<file path="src/rtl/core/gbs_pkg.sv">
// ----------------------------------------------------------------------------
// gbs_pkg
// Shared constants and types for the greedy box suppression block.
// ----------------------------------------------------------------------------
package gbs_pkg;

   localparam int MaxBoxesDef  = 64;
   localparam int CoordBitsDef = 16;
   localparam int ScoreBitsDef = 16;
   localparam int ThrBits      = 16;
   localparam logic [ThrBits-1:0] ThrReset = 16'h8000;

   // controller -> datapath
   typedef struct packed {
      logic load;       // store input word
      logic clr_count;  // end of set
      logic arm;        // set alive mask from count
      logic scan_start; // reset running best
      logic scan_step;  // compare entry at index
      logic keep;       // take best, clear its alive bit
      logic iou_rd;     // address entry for iou test
      logic iou_chk;    // test entry read last cycle
      logic [6:0] idx;  // scan index
   } gbs_cmd_type;

   // datapath -> controller
   typedef struct packed {
      logic       any_alive;
      logic [6:0] count;
      logic       full;
   } gbs_sts_type;

endpackage

</file>
<file path="src/rtl/core/gbs_ctrl.sv">
// ----------------------------------------------------------------------------
// gbs_ctrl
// Sequencer: load, best scan, keep, IoU sweep, drain, emit, repeat.
// ----------------------------------------------------------------------------
module gbs_ctrl (
   input  logic                 clock,
   input  logic                 reset,
   input  logic                 in_valid,
   input  logic                 in_last,
   output logic                 in_ready,
   output logic                 out_valid,
   output logic                 out_last,
   input  logic                 out_ready,
   output gbs_pkg::gbs_cmd_type cmd,
   input  gbs_pkg::gbs_sts_type sts
);
   import gbs_pkg::*;

   typedef enum logic [2:0] {
      LOAD, ARM, SCAN, KEEP, IOU, DRAIN, EMIT
   } state_type;

   state_type  state_ff;
   logic [6:0] idx_ff;
   logic       ov_ff, ol_ff;

   // scan: issue idx 0..count-1, then wait for the last data
   // iou: issue idx 0..count-1 once the kept box is captured, then drain
   always_comb begin
      cmd = '0;
      cmd.idx = idx_ff;
      cmd.load = (state_ff == LOAD) && in_valid;
      case (state_ff)
         LOAD: cmd.arm = 1'b0;
         ARM: begin
            cmd.arm = 1'b1;
            cmd.scan_start = 1'b1;
         end
         SCAN: cmd.scan_step = (idx_ff < sts.count);
         KEEP: cmd.keep = 1'b1;
         IOU: begin
            cmd.iou_rd  = 1'b1;
            cmd.iou_chk = 1'b1;
         end
         DRAIN: cmd.iou_chk = 1'b1;
         EMIT: begin
            cmd.scan_start = 1'b1;
            cmd.clr_count  = out_ready && !sts.any_alive;
         end
         default: cmd.arm = 1'b0;
      endcase
   end

   always_ff @(posedge clock) begin
      if (reset) begin
         state_ff <= LOAD;
         idx_ff   <= '0;
         ov_ff    <= 1'b0;
         ol_ff    <= 1'b0;
      end else begin
         case (state_ff)
            LOAD: if (in_valid && in_last) state_ff <= ARM;
            ARM: begin
               idx_ff   <= '0;
               state_ff <= SCAN;
            end
            SCAN: begin
               idx_ff <= idx_ff + 7'd1;
               if (idx_ff >= sts.count) state_ff <= KEEP;
            end
            KEEP: begin
               idx_ff   <= 7'h7f;
               state_ff <= IOU;
            end
            IOU: begin
               idx_ff <= idx_ff + 7'd1;
               if (idx_ff == sts.count) begin
                  idx_ff   <= '0;
                  state_ff <= DRAIN;
               end
            end
            DRAIN: begin
               idx_ff <= idx_ff + 7'd1;
               if (idx_ff == 7'd3) begin
                  ov_ff    <= 1'b1;
                  ol_ff    <= !sts.any_alive;
                  state_ff <= EMIT;
               end
            end
            EMIT: if (out_ready) begin
               ov_ff  <= 1'b0;
               idx_ff <= '0;
               state_ff <= sts.any_alive ? SCAN : LOAD;
            end
            default: state_ff <= LOAD;
         endcase
      end
   end

   assign in_ready  = (state_ff == LOAD);
   assign out_valid = ov_ff;
   assign out_last  = ol_ff;
endmodule

</file>
<file path="config.mk">
export PLATFORM = sky130hd
export DESIGN_NAME = gbs_ctrl
export DESIGN_NICKNAME = d
export VERILOG_FILES = /design/src/rtl/core/gbs_pkg.sv /design/src/rtl/core/gbs_ctrl.sv
export SDC_FILE = /design/constraint.sdc
export NUM_CORES = 1
export LEC_CHECK = 0
export BUFFER_PORTS_ARGS = -buffer_cell sky130_fd_sc_hd__buf_4
export CORE_MARGIN = 2
export CORE_UTILIZATION = 30
export CTS_BUF_LIST = sky130_fd_sc_hd__clkbuf_4 sky130_fd_sc_hd__clkbuf_8
export DETAILED_ROUTE_END_ITERATION = 12
export GPL_ROUTABILITY_DRIVEN = 0
export PLACE_DENSITY_LB_ADDON = 0.08
export SYNTH_ARGS = -nofsm -noshare
export SYNTH_HDL_FRONTEND = slang
export SYNTH_SLANG_ARGS = --single-unit
</file>
<file path="constraint.sdc">
create_clock -name clock -period 2.5 [get_ports clock]
set_clock_uncertainty 0.2 [all_clocks]
set_input_delay 0 -clock clock [delete_from_list [all_inputs] [get_ports clock]]
set_output_delay 0 -clock clock [all_outputs]
set_load 0.02 [all_outputs]
</file>
# ---- After elaboration in Yosys (flattened, before gate mapping)
# Index checks and enable logic that the tools add are counted.
dict set report op_classes {
  add_sub_neg 1
  order_cmp 2
  n_eq_ne 13
  muxes 20
  n_reduce_logical 14
}
# operator count
set op_table {}
lappend op_table {{$pmux W7 S5} 1}
lappend op_table {{$pmux W3 S7} 1}
lappend op_table {{$mux W3} 5}
lappend op_table {{$mux W7} 2}
lappend op_table {{$eq A3 B3 Y1 const B} 3}
lappend op_table {{$mux W1} 9}
lappend op_table {{$ne A2 B2 Y1 const B} 4}
lappend op_table {{$add A7 B1 Y7 const B} 1}
lappend op_table {{$eq A7 B2 Y1 const B} 1}
lappend op_table {{$eq A7 B7 Y1} 1}
lappend op_table {{$ge A7 B7 Y1} 1}
lappend op_table {{$lt A7 B7 Y1} 1}
lappend op_table {{$eq A3 B2 Y1 const B} 2}
lappend op_table {{$reduce_or A2 Y1} 3}
lappend op_table {{$reduce_and A5 Y1} 1}
lappend op_table {{$reduce_bool A5 Y1} 1}
lappend op_table {{$reduce_and A2 Y1} 2}
lappend op_table {{$eq A3 B1 Y1 const B} 1}
lappend op_table {{$logic_and A1 B1 Y1} 3}
lappend op_table {{$logic_not A3 Y1} 1}
lappend op_table {{$reduce_and A3 Y1} 1}
lappend op_table {{$mux W2} 1}
lappend op_table {{$ne A2 B1 Y1 const B} 1}
lappend op_table {{$pmux W1 S2} 1}
lappend op_table {{2 further kinds} 2}
dict set report word_totals {
  register_bits 12
  output_inout_bits 18
  word_cells 54
}

# ---- Logic depth before layout (Yosys ltp)
# Gate-level depths: netlist (run 1).
dict set report depth {
  word_depth 4
  ltp_mapped 6
  depth_no_buf 6
}

# ---- Least setup slack after synthesis (run 1)
# OpenSTA, ideal clock, no wires.
dict set report synth_timing {
  path_kind {register to register}
  start {register idx_ff[4]}
  end {register idx_ff[2]}
  setup_time_ns 0.095
  t_arrival_ns 1.811
  t_required_ns 2.205
  slack_ns 0.394
  stages_incl_launch_ff 6
  period_less_slack_ns 2.106
  path_cell_list {dfxtp_1 -> ha_1 -> and4_4 -> a31oi_1 -> o21ai_1 -> a221oi_1}
}
dict set report synth_between {
  elab_chain_cells 3
}
# element line_no
set synth_lines {}
lappend synth_lines {{from (decl)} gbs_ctrl.sv:24} ;# logic [6:0] idx_ff;
lappend synth_lines {{from (signal assigned)} gbs_ctrl.sv:68} ;# idx_ff <= idx_ff + 7'd1;
lappend synth_lines {{from (signal assigned)} gbs_ctrl.sv:76} ;# idx_ff <= idx_ff + 7'd1;
lappend synth_lines {{from (signal assigned)} gbs_ctrl.sv:83} ;# idx_ff <= idx_ff + 7'd1;
lappend synth_lines {{$eq A7 B7 Y1} gbs_ctrl.sv:77} ;# if (idx_ff == sts.count) begin
lappend synth_lines {{$mux W7} gbs_ctrl.sv:77}
lappend synth_lines {{$pmux W7 S5} gbs_ctrl.sv:61} ;# case (state_ff)
# Every way passes these cells.
# A chain may end at the register's enable or synchronous reset.

# ---- Final worst setup path (run 1)
dict set report layout_timing {
  start {register idx_ff[5]}
  end {register state_ff[2]}
}
dict set report layout_between {
  elab_chain_cells 3
}
# element line_no
set layout_lines {}
lappend layout_lines {{$ge A7 B7 Y1 (tied with other cells)} gbs_ctrl.sv:69} ;# if (idx_ff >= sts.count) state_ff <= KEEP;
lappend layout_lines {{$ne A2 B2 Y1 (no source line)} -}
lappend layout_lines {{$reduce_and A5 Y1 (no source line) (*)} -}
lappend layout_lines {{to (signal assigned)} gbs_ctrl.sv:93} ;# state_ff <= sts.any_alive ? SCAN : LOAD;
lappend layout_lines {{to (decl)} gbs_ctrl.sv:23} ;# state_type state_ff;
# Mark *: on every way between the ends. The rest lies on a longest branch, timed or not.

==> metrics.txt, run 1 <==
TritonCTS clock tree yes; Final Cycle Share a little under nine tenths; Netlist Area Pre-Place 1045 sq um; clk_lat worst skew 280 ps; Syn Nets between 150 and 200; root buf cell clkbuf_4; Critical Path AT approximately 2100 ps; input/output buffers 30; vias 1142; io pins 32; unrepaired setup endpoints after global routing false; fraction of registers with async set/reset 0%; Final Worst Setup Slack roughly 370 ps; top_reg_cell synth dfxtp_1; Setup TNS Final 0 ps; #FFs+latches synth 12; Num Clock Sinks 12; Post-Syn Instances ~130; standard-cell row count 21; largest net degree at the start of global routing 18; post-CTS sizing 0; share of layout cells above drive strength 1 a little under a third; initial antenna violation count 0; Relative slew margins 61.10%; initial DRC count between 50 and 60; yosys warns 0; CP endpoint kind flop; fin. max-slew vios 0; Critical Path Start Type flop; First-pass DRT Iterations 7; VDD IR-drop max between 150 and 200 uV; Clock Pin Slew Worst Setup and Hold Paths ~90 ps; Total GRT Usage between 15 and 20%; Die W ~63 microns; syn avg cell area just under 8 sq um; antenna cells 0; status finished clean; wire per inst roughly 14 microns; Final #Nets about 190; Routed WL around 3000 microns; final-report hold violation count 0; vias in the first global route 1094; crit path kind reg2reg; worst slack, placed between 300 and 400 ps; worst slew pin tran 580.3 ps; first-pass GRT wire length 5154 microns; placed cell area about 1300 sq um; die area 3970 sq um; most frequent cells in the layout 34 x buf_4, 12 x dfxtp_1, 11 x inv_1; Leakage around 0.63 nW; post-detail-place hpwl approximately 2300 microns; Initial Util 31.31%; clk buf depth 2; min cycle time layout between 2000 and 2500 ps; Max Cap Viol 0; Post-synth EDFFs 0; Req. time, crit path approximately 2500 ps; sequential area share after synthesis 22.99%; H-Tree Depth 1; power density cells between 400 and 500 nW/um^2; Layout area overhead 32.22%; Peak Freq ~0.47 GHz; Die Height 63.01 microns; leading cell type in the layout, fill and taps excluded buf_4; CP max FO 7; Avg Vias per Cell between 5 and 6; Distinct cells, synth between 40 and 50; DRC errors left 0; grt total ovfl 0; CTS Hold Bufs 3; HP Class in2out; final antenna-violating net count 0; core box area 3337 sq um; CTS Buf Count 3; final instance area between 1000 and 1500 sq um; post-CTS setup buffers 0; worst reg2reg setup slack approximately 370 ps; Hold Slack 121.5 ps; Final Setup Violations 0
==> through the flow <==
| stage | std cells | power (mW) | util, % |
|---|---|---|---|
| after global placement | 208 | 0.4726 | 39.41 |
| after detailed placement | 208 | 0.4749 | 39.41 |
| after global routing | 215 | 0.6849 | 41.39 |
| final | 215 | 0.6355 | 41.39 |
| after CTS | 215 | 0.6462 | 41.39 |
| after floorplan | 134 | 0.3864 | - |
==> cell usage after synthesis (2+ instances only) <==
cell type | instances | area, sq um
o211ai_1 | 3 | 22.52
nor2_1 | 6 | 22.52
nor2b_1 | 3 | 18.77
nand2_1 | 10 | 37.54
inv_2 | 2 | 7.510
ha_1 | 8 | 100.1
inv_1 | 11 | 41.29
dfxtp_1 | 12 | 240.2
nand3_1 | 5 | 25.02
nor4_1 | 3 | 18.77
o21ai_0 | 4 | 20.02
and3b_1 | 2 | 17.52
and2_1 | 2 | 12.51
a211o_2 | 2 | 20.02
a21oi_1 | 10 | 50.05
nor3_1 | 7 | 35.03
nand3b_1 | 2 | 15.01
clkbuf_1 | 2 | 7.510
a31oi_1 | 3 | 18.77
a21oi_2 | 2 | 17.52
o22ai_1 | 3 | 18.77
o21ai_1 | 2 | 10.01
o41ai_1 | 2 | 17.52
nand2b_1 | 3 | 18.77
buf_2 | 2 | 10.01
==> critical path, stage by stage (launching register included) <==
cell	delay (ps)
dfxtp_1	400
ha_1	340
and4_4	260
a21boi_1	90
or3_4	350
o41a_1	370
==> per-layer routing <==
metal | GRT usage [%] | part of all wire (%)
met5 | 0 | 0
met2 | 26.86 | 47
met1 | 20.31 | 46
met4 | 7.500 | 2.8
met3 | 2.883 | 3.9
==> where the power goes <==
part | switching [mW] | internal, mW
registers | 0.0276 | 0.203
clock network | 0.0741 | 0.0886
logic | 0.133 | 0.110
==> cells by family after synthesis <==
family	after synthesis	synth area share (%)
buf+inv	19	8.743
compound gates	41	26.95
simple gates	53	30.78
flops	12	22.99
mux	1	0.9581
fa+ha+maj	8	9.581
==> registers in the layout, summed over array words and instances (netlist names) <==
register and flops:
idx_ff 7, out_last 1, out_valid 1, state_ff 3
==> path summary, 6_finish.rpt <==
path / from / to / cells past startpoint
worst max-delay path: idx_ff[5] / state_ff[2] / 5
worst min-delay path: in_valid / cmd[14] / 3
worst max register to register: idx_ff[5] / state_ff[2] / 5
worst min register to register: out_valid / out_valid / 2
==> layout make-up <==
class | count | area (sq um)
Clock buffer | 4 | 36.28
Fill cell | 354 | 1956
Inverter | 13 | 48.80
Multi-Input combinational cell | 103 | 713.2
Sequential cell | 12 | 240.2
Tap cell | 46 | 57.56
Timing Repair Buffer | 37 | 285.3
Note: power is estimated with default switching activity, not from simulation.
==> run 2: changes to the inputs <==
--- a/config.mk
+++ b/config.mk
@@ -6,6 +6,7 @@
 export NUM_CORES = 1
 export LEC_CHECK = 0
 export BUFFER_PORTS_ARGS = -buffer_cell sky130_fd_sc_hd__buf_4
+export CORE_ASPECT_RATIO = 1.5
 export CORE_MARGIN = 2
 export CORE_UTILIZATION = 30
 export CTS_BUF_LIST = sky130_fd_sc_hd__clkbuf_4 sky130_fd_sc_hd__clkbuf_8
==> metrics.txt, run 2 (same netlist as run 1, synthesis figures left out) <==
power share of the combinational group 34.6% (-3.5 points); worst slew pin tran 546.6 ps (-33.67 ps); CTS Buf Count 3 (unchanged); vias 1162 (+1.8%); post-CTS sizing 0 (unchanged); Critical Path Start Type flop; H-Tree Depth 1 (unchanged); root buf cell clkbuf_8; Die Height 76.28 microns (+21%); DRC errors left 0 (unchanged); final antenna-violating net count 0 (unchanged); TritonCTS clock tree yes; Critical Path AT 2170 ps (+70 ps); status finished clean; Post-Place Cells 205 (-1.4%); Max Cap Viol 0 (unchanged); clock share of power 31.8% (+6.2 points); Sw Ratio 34.68% (-2.2 points); VDD IR-drop max 301.2 uV (+94%); min cycle time layout 2174 ps (+45.81 ps); input/output buffers 30 (unchanged); CP endpoint kind flop; most frequent cells in the layout 35 x buf_4, 12 x dfxtp_1, 11 x inv_1; standard-cell row count 26 (+24%); largest net degree at the start of global routing 16 (-2); Relative slew margins 63.36% (+2.3 points); Final Setup Violations 0 (unchanged); Total GRT Usage 17.00% (+0.77 points); Layout area overhead 35.21%; global routing met3 resource utilization 2.157% (-0.73 points); met2 Use GR 28.61% (+1.7 points); Req. time, crit path 2490 ps (+20 ps); wire per inst 14.40 microns (+2.6%); grt total ovfl 0 (unchanged); Sequential Power Share 33.5% (-2.8 points); Peak Freq 0.4600 GHz (-2.1%); Design Power 0.6910 mW (+8.7%); post-detail-place hpwl 2356 microns (+0.66%); antenna cells 0 (unchanged); post-layout instance count excluding filler cells 213 (-0.93%); Final Util 41.75% (+0.36 points); fin. max-slew vios 0 (unchanged); final-report hold violation count 0 (unchanged); first-pass GRT wire length 5133 microns (-0.41%); Final #Nets 194 (+1.0%); die area 3980 sq um (+0.26%); crit path kind reg2reg; io pins 32 (unchanged); # fillers 362 (+2.3%); final instance area 1413 sq um (+2.3%); Largest regs idx_ff x7, state_ff x3; Die W 52.19 microns (-17%); clk_lat worst skew 250 ps (-30 ps); initial DRC count 11 (-81%); Avg Vias per Cell 5.455 (+2.7%); power density cells 489.2 nW/um^2 (+6.3%); leading cell type in the layout, fill and taps excluded buf_4; HP Class in2out; initial antenna violation count 0 (unchanged); First-pass DRT Iterations 4 (-3); Final Cycle Share 86.95% (+1.8 points); max FFs per register 7 (unchanged); vias in the first global route 1112 (+1.6%); met1 GRT Util 19.98% (-0.33 points); core box area 3383 sq um (+1.4%); layer with the highest usage met2; Leakage 0.6541 nW (+3.2%); Clock Pin Slew Worst Setup and Hold Paths 60 ps (-30 ps); Setup TNS Final 0 ps (unchanged); share of layout cells above drive strength 1 30.41% (+0.23 points); CP max FO 5 (-2); Num Clock Sinks 12 (unchanged); clk buf depth 2 (unchanged); unrepaired setup endpoints after global routing false; placed cell area 1318 sq um (+0.19%); Routed WL 3067 microns (+1.7%); Reg with most FFs idx_ff; Internal Power 0.4513 mW (+13%); Initial Util 30.88% (-0.43 points); sw power 0.2397 mW (+2.3%)
[run 2: through the flow]
step	setup WS, ps	hold slack (ps)
global route	166.7	150.4
detailed placement	394.5	73.02
global placement	396.0	69.59
CTS	277.2	124.0
floorplan	393.8	-111.3
finish	326.2	119.7
[run 2: timing repair]
action / CTS / global route
hold buffers: 4 / 0
endpoints found under the hold margin: 7 / 0
endpoints found under the setup margin: 0 / 0
buffers inserted: 0 / 0
[run 2: power by group through the flow]
stage	combinational, mW	sequential, mW	clock (mW)
floorplan	0.159	0.227	0
global placement	0.234	0.236	0
detailed placement	0.236	0.236	0
CTS	0.240	0.231	0.226
global route	0.265	0.235	0.237
finish	0.239	0.232	0.220
[run 2: final timing paths]
check	start	endpoint	slack, ps	cells after the start
worst min register to register	out_last	out_last	320	2
worst max register to register	idx_ff[1]	out_valid	330	5
worst max-delay path	idx_ff[1]	out_valid	330	5
worst min-delay path	in_valid	cmd[14]	120	3
[run 2: area by class of cell]
cell class                      count  area (sq um)  area share [%]
Multi-Input combinational cell    103         713.2           50.49
Timing Repair Buffer               39         302.8           21.43
Sequential cell                    12         240.2           17.01
Clock buffer                        4         55.05           3.897
Tap cell                           42         52.55           3.720
Inverter                           13         48.80           3.454
[run 2: routing by layer]
metal	vias up	share of wire, %
li1	576	-
met1	550	42
met2	28	50
met3	8	3.6
met4	0	3.9
met5	-	0
[run 2: critical path, stage by stage, from the launching register on]
cell and delay (ps):
dfxtp_1 430, ha_1 290, and2b_1 210, nand4_1 170
a211oi_1 260, dlygate4sd3_1 560
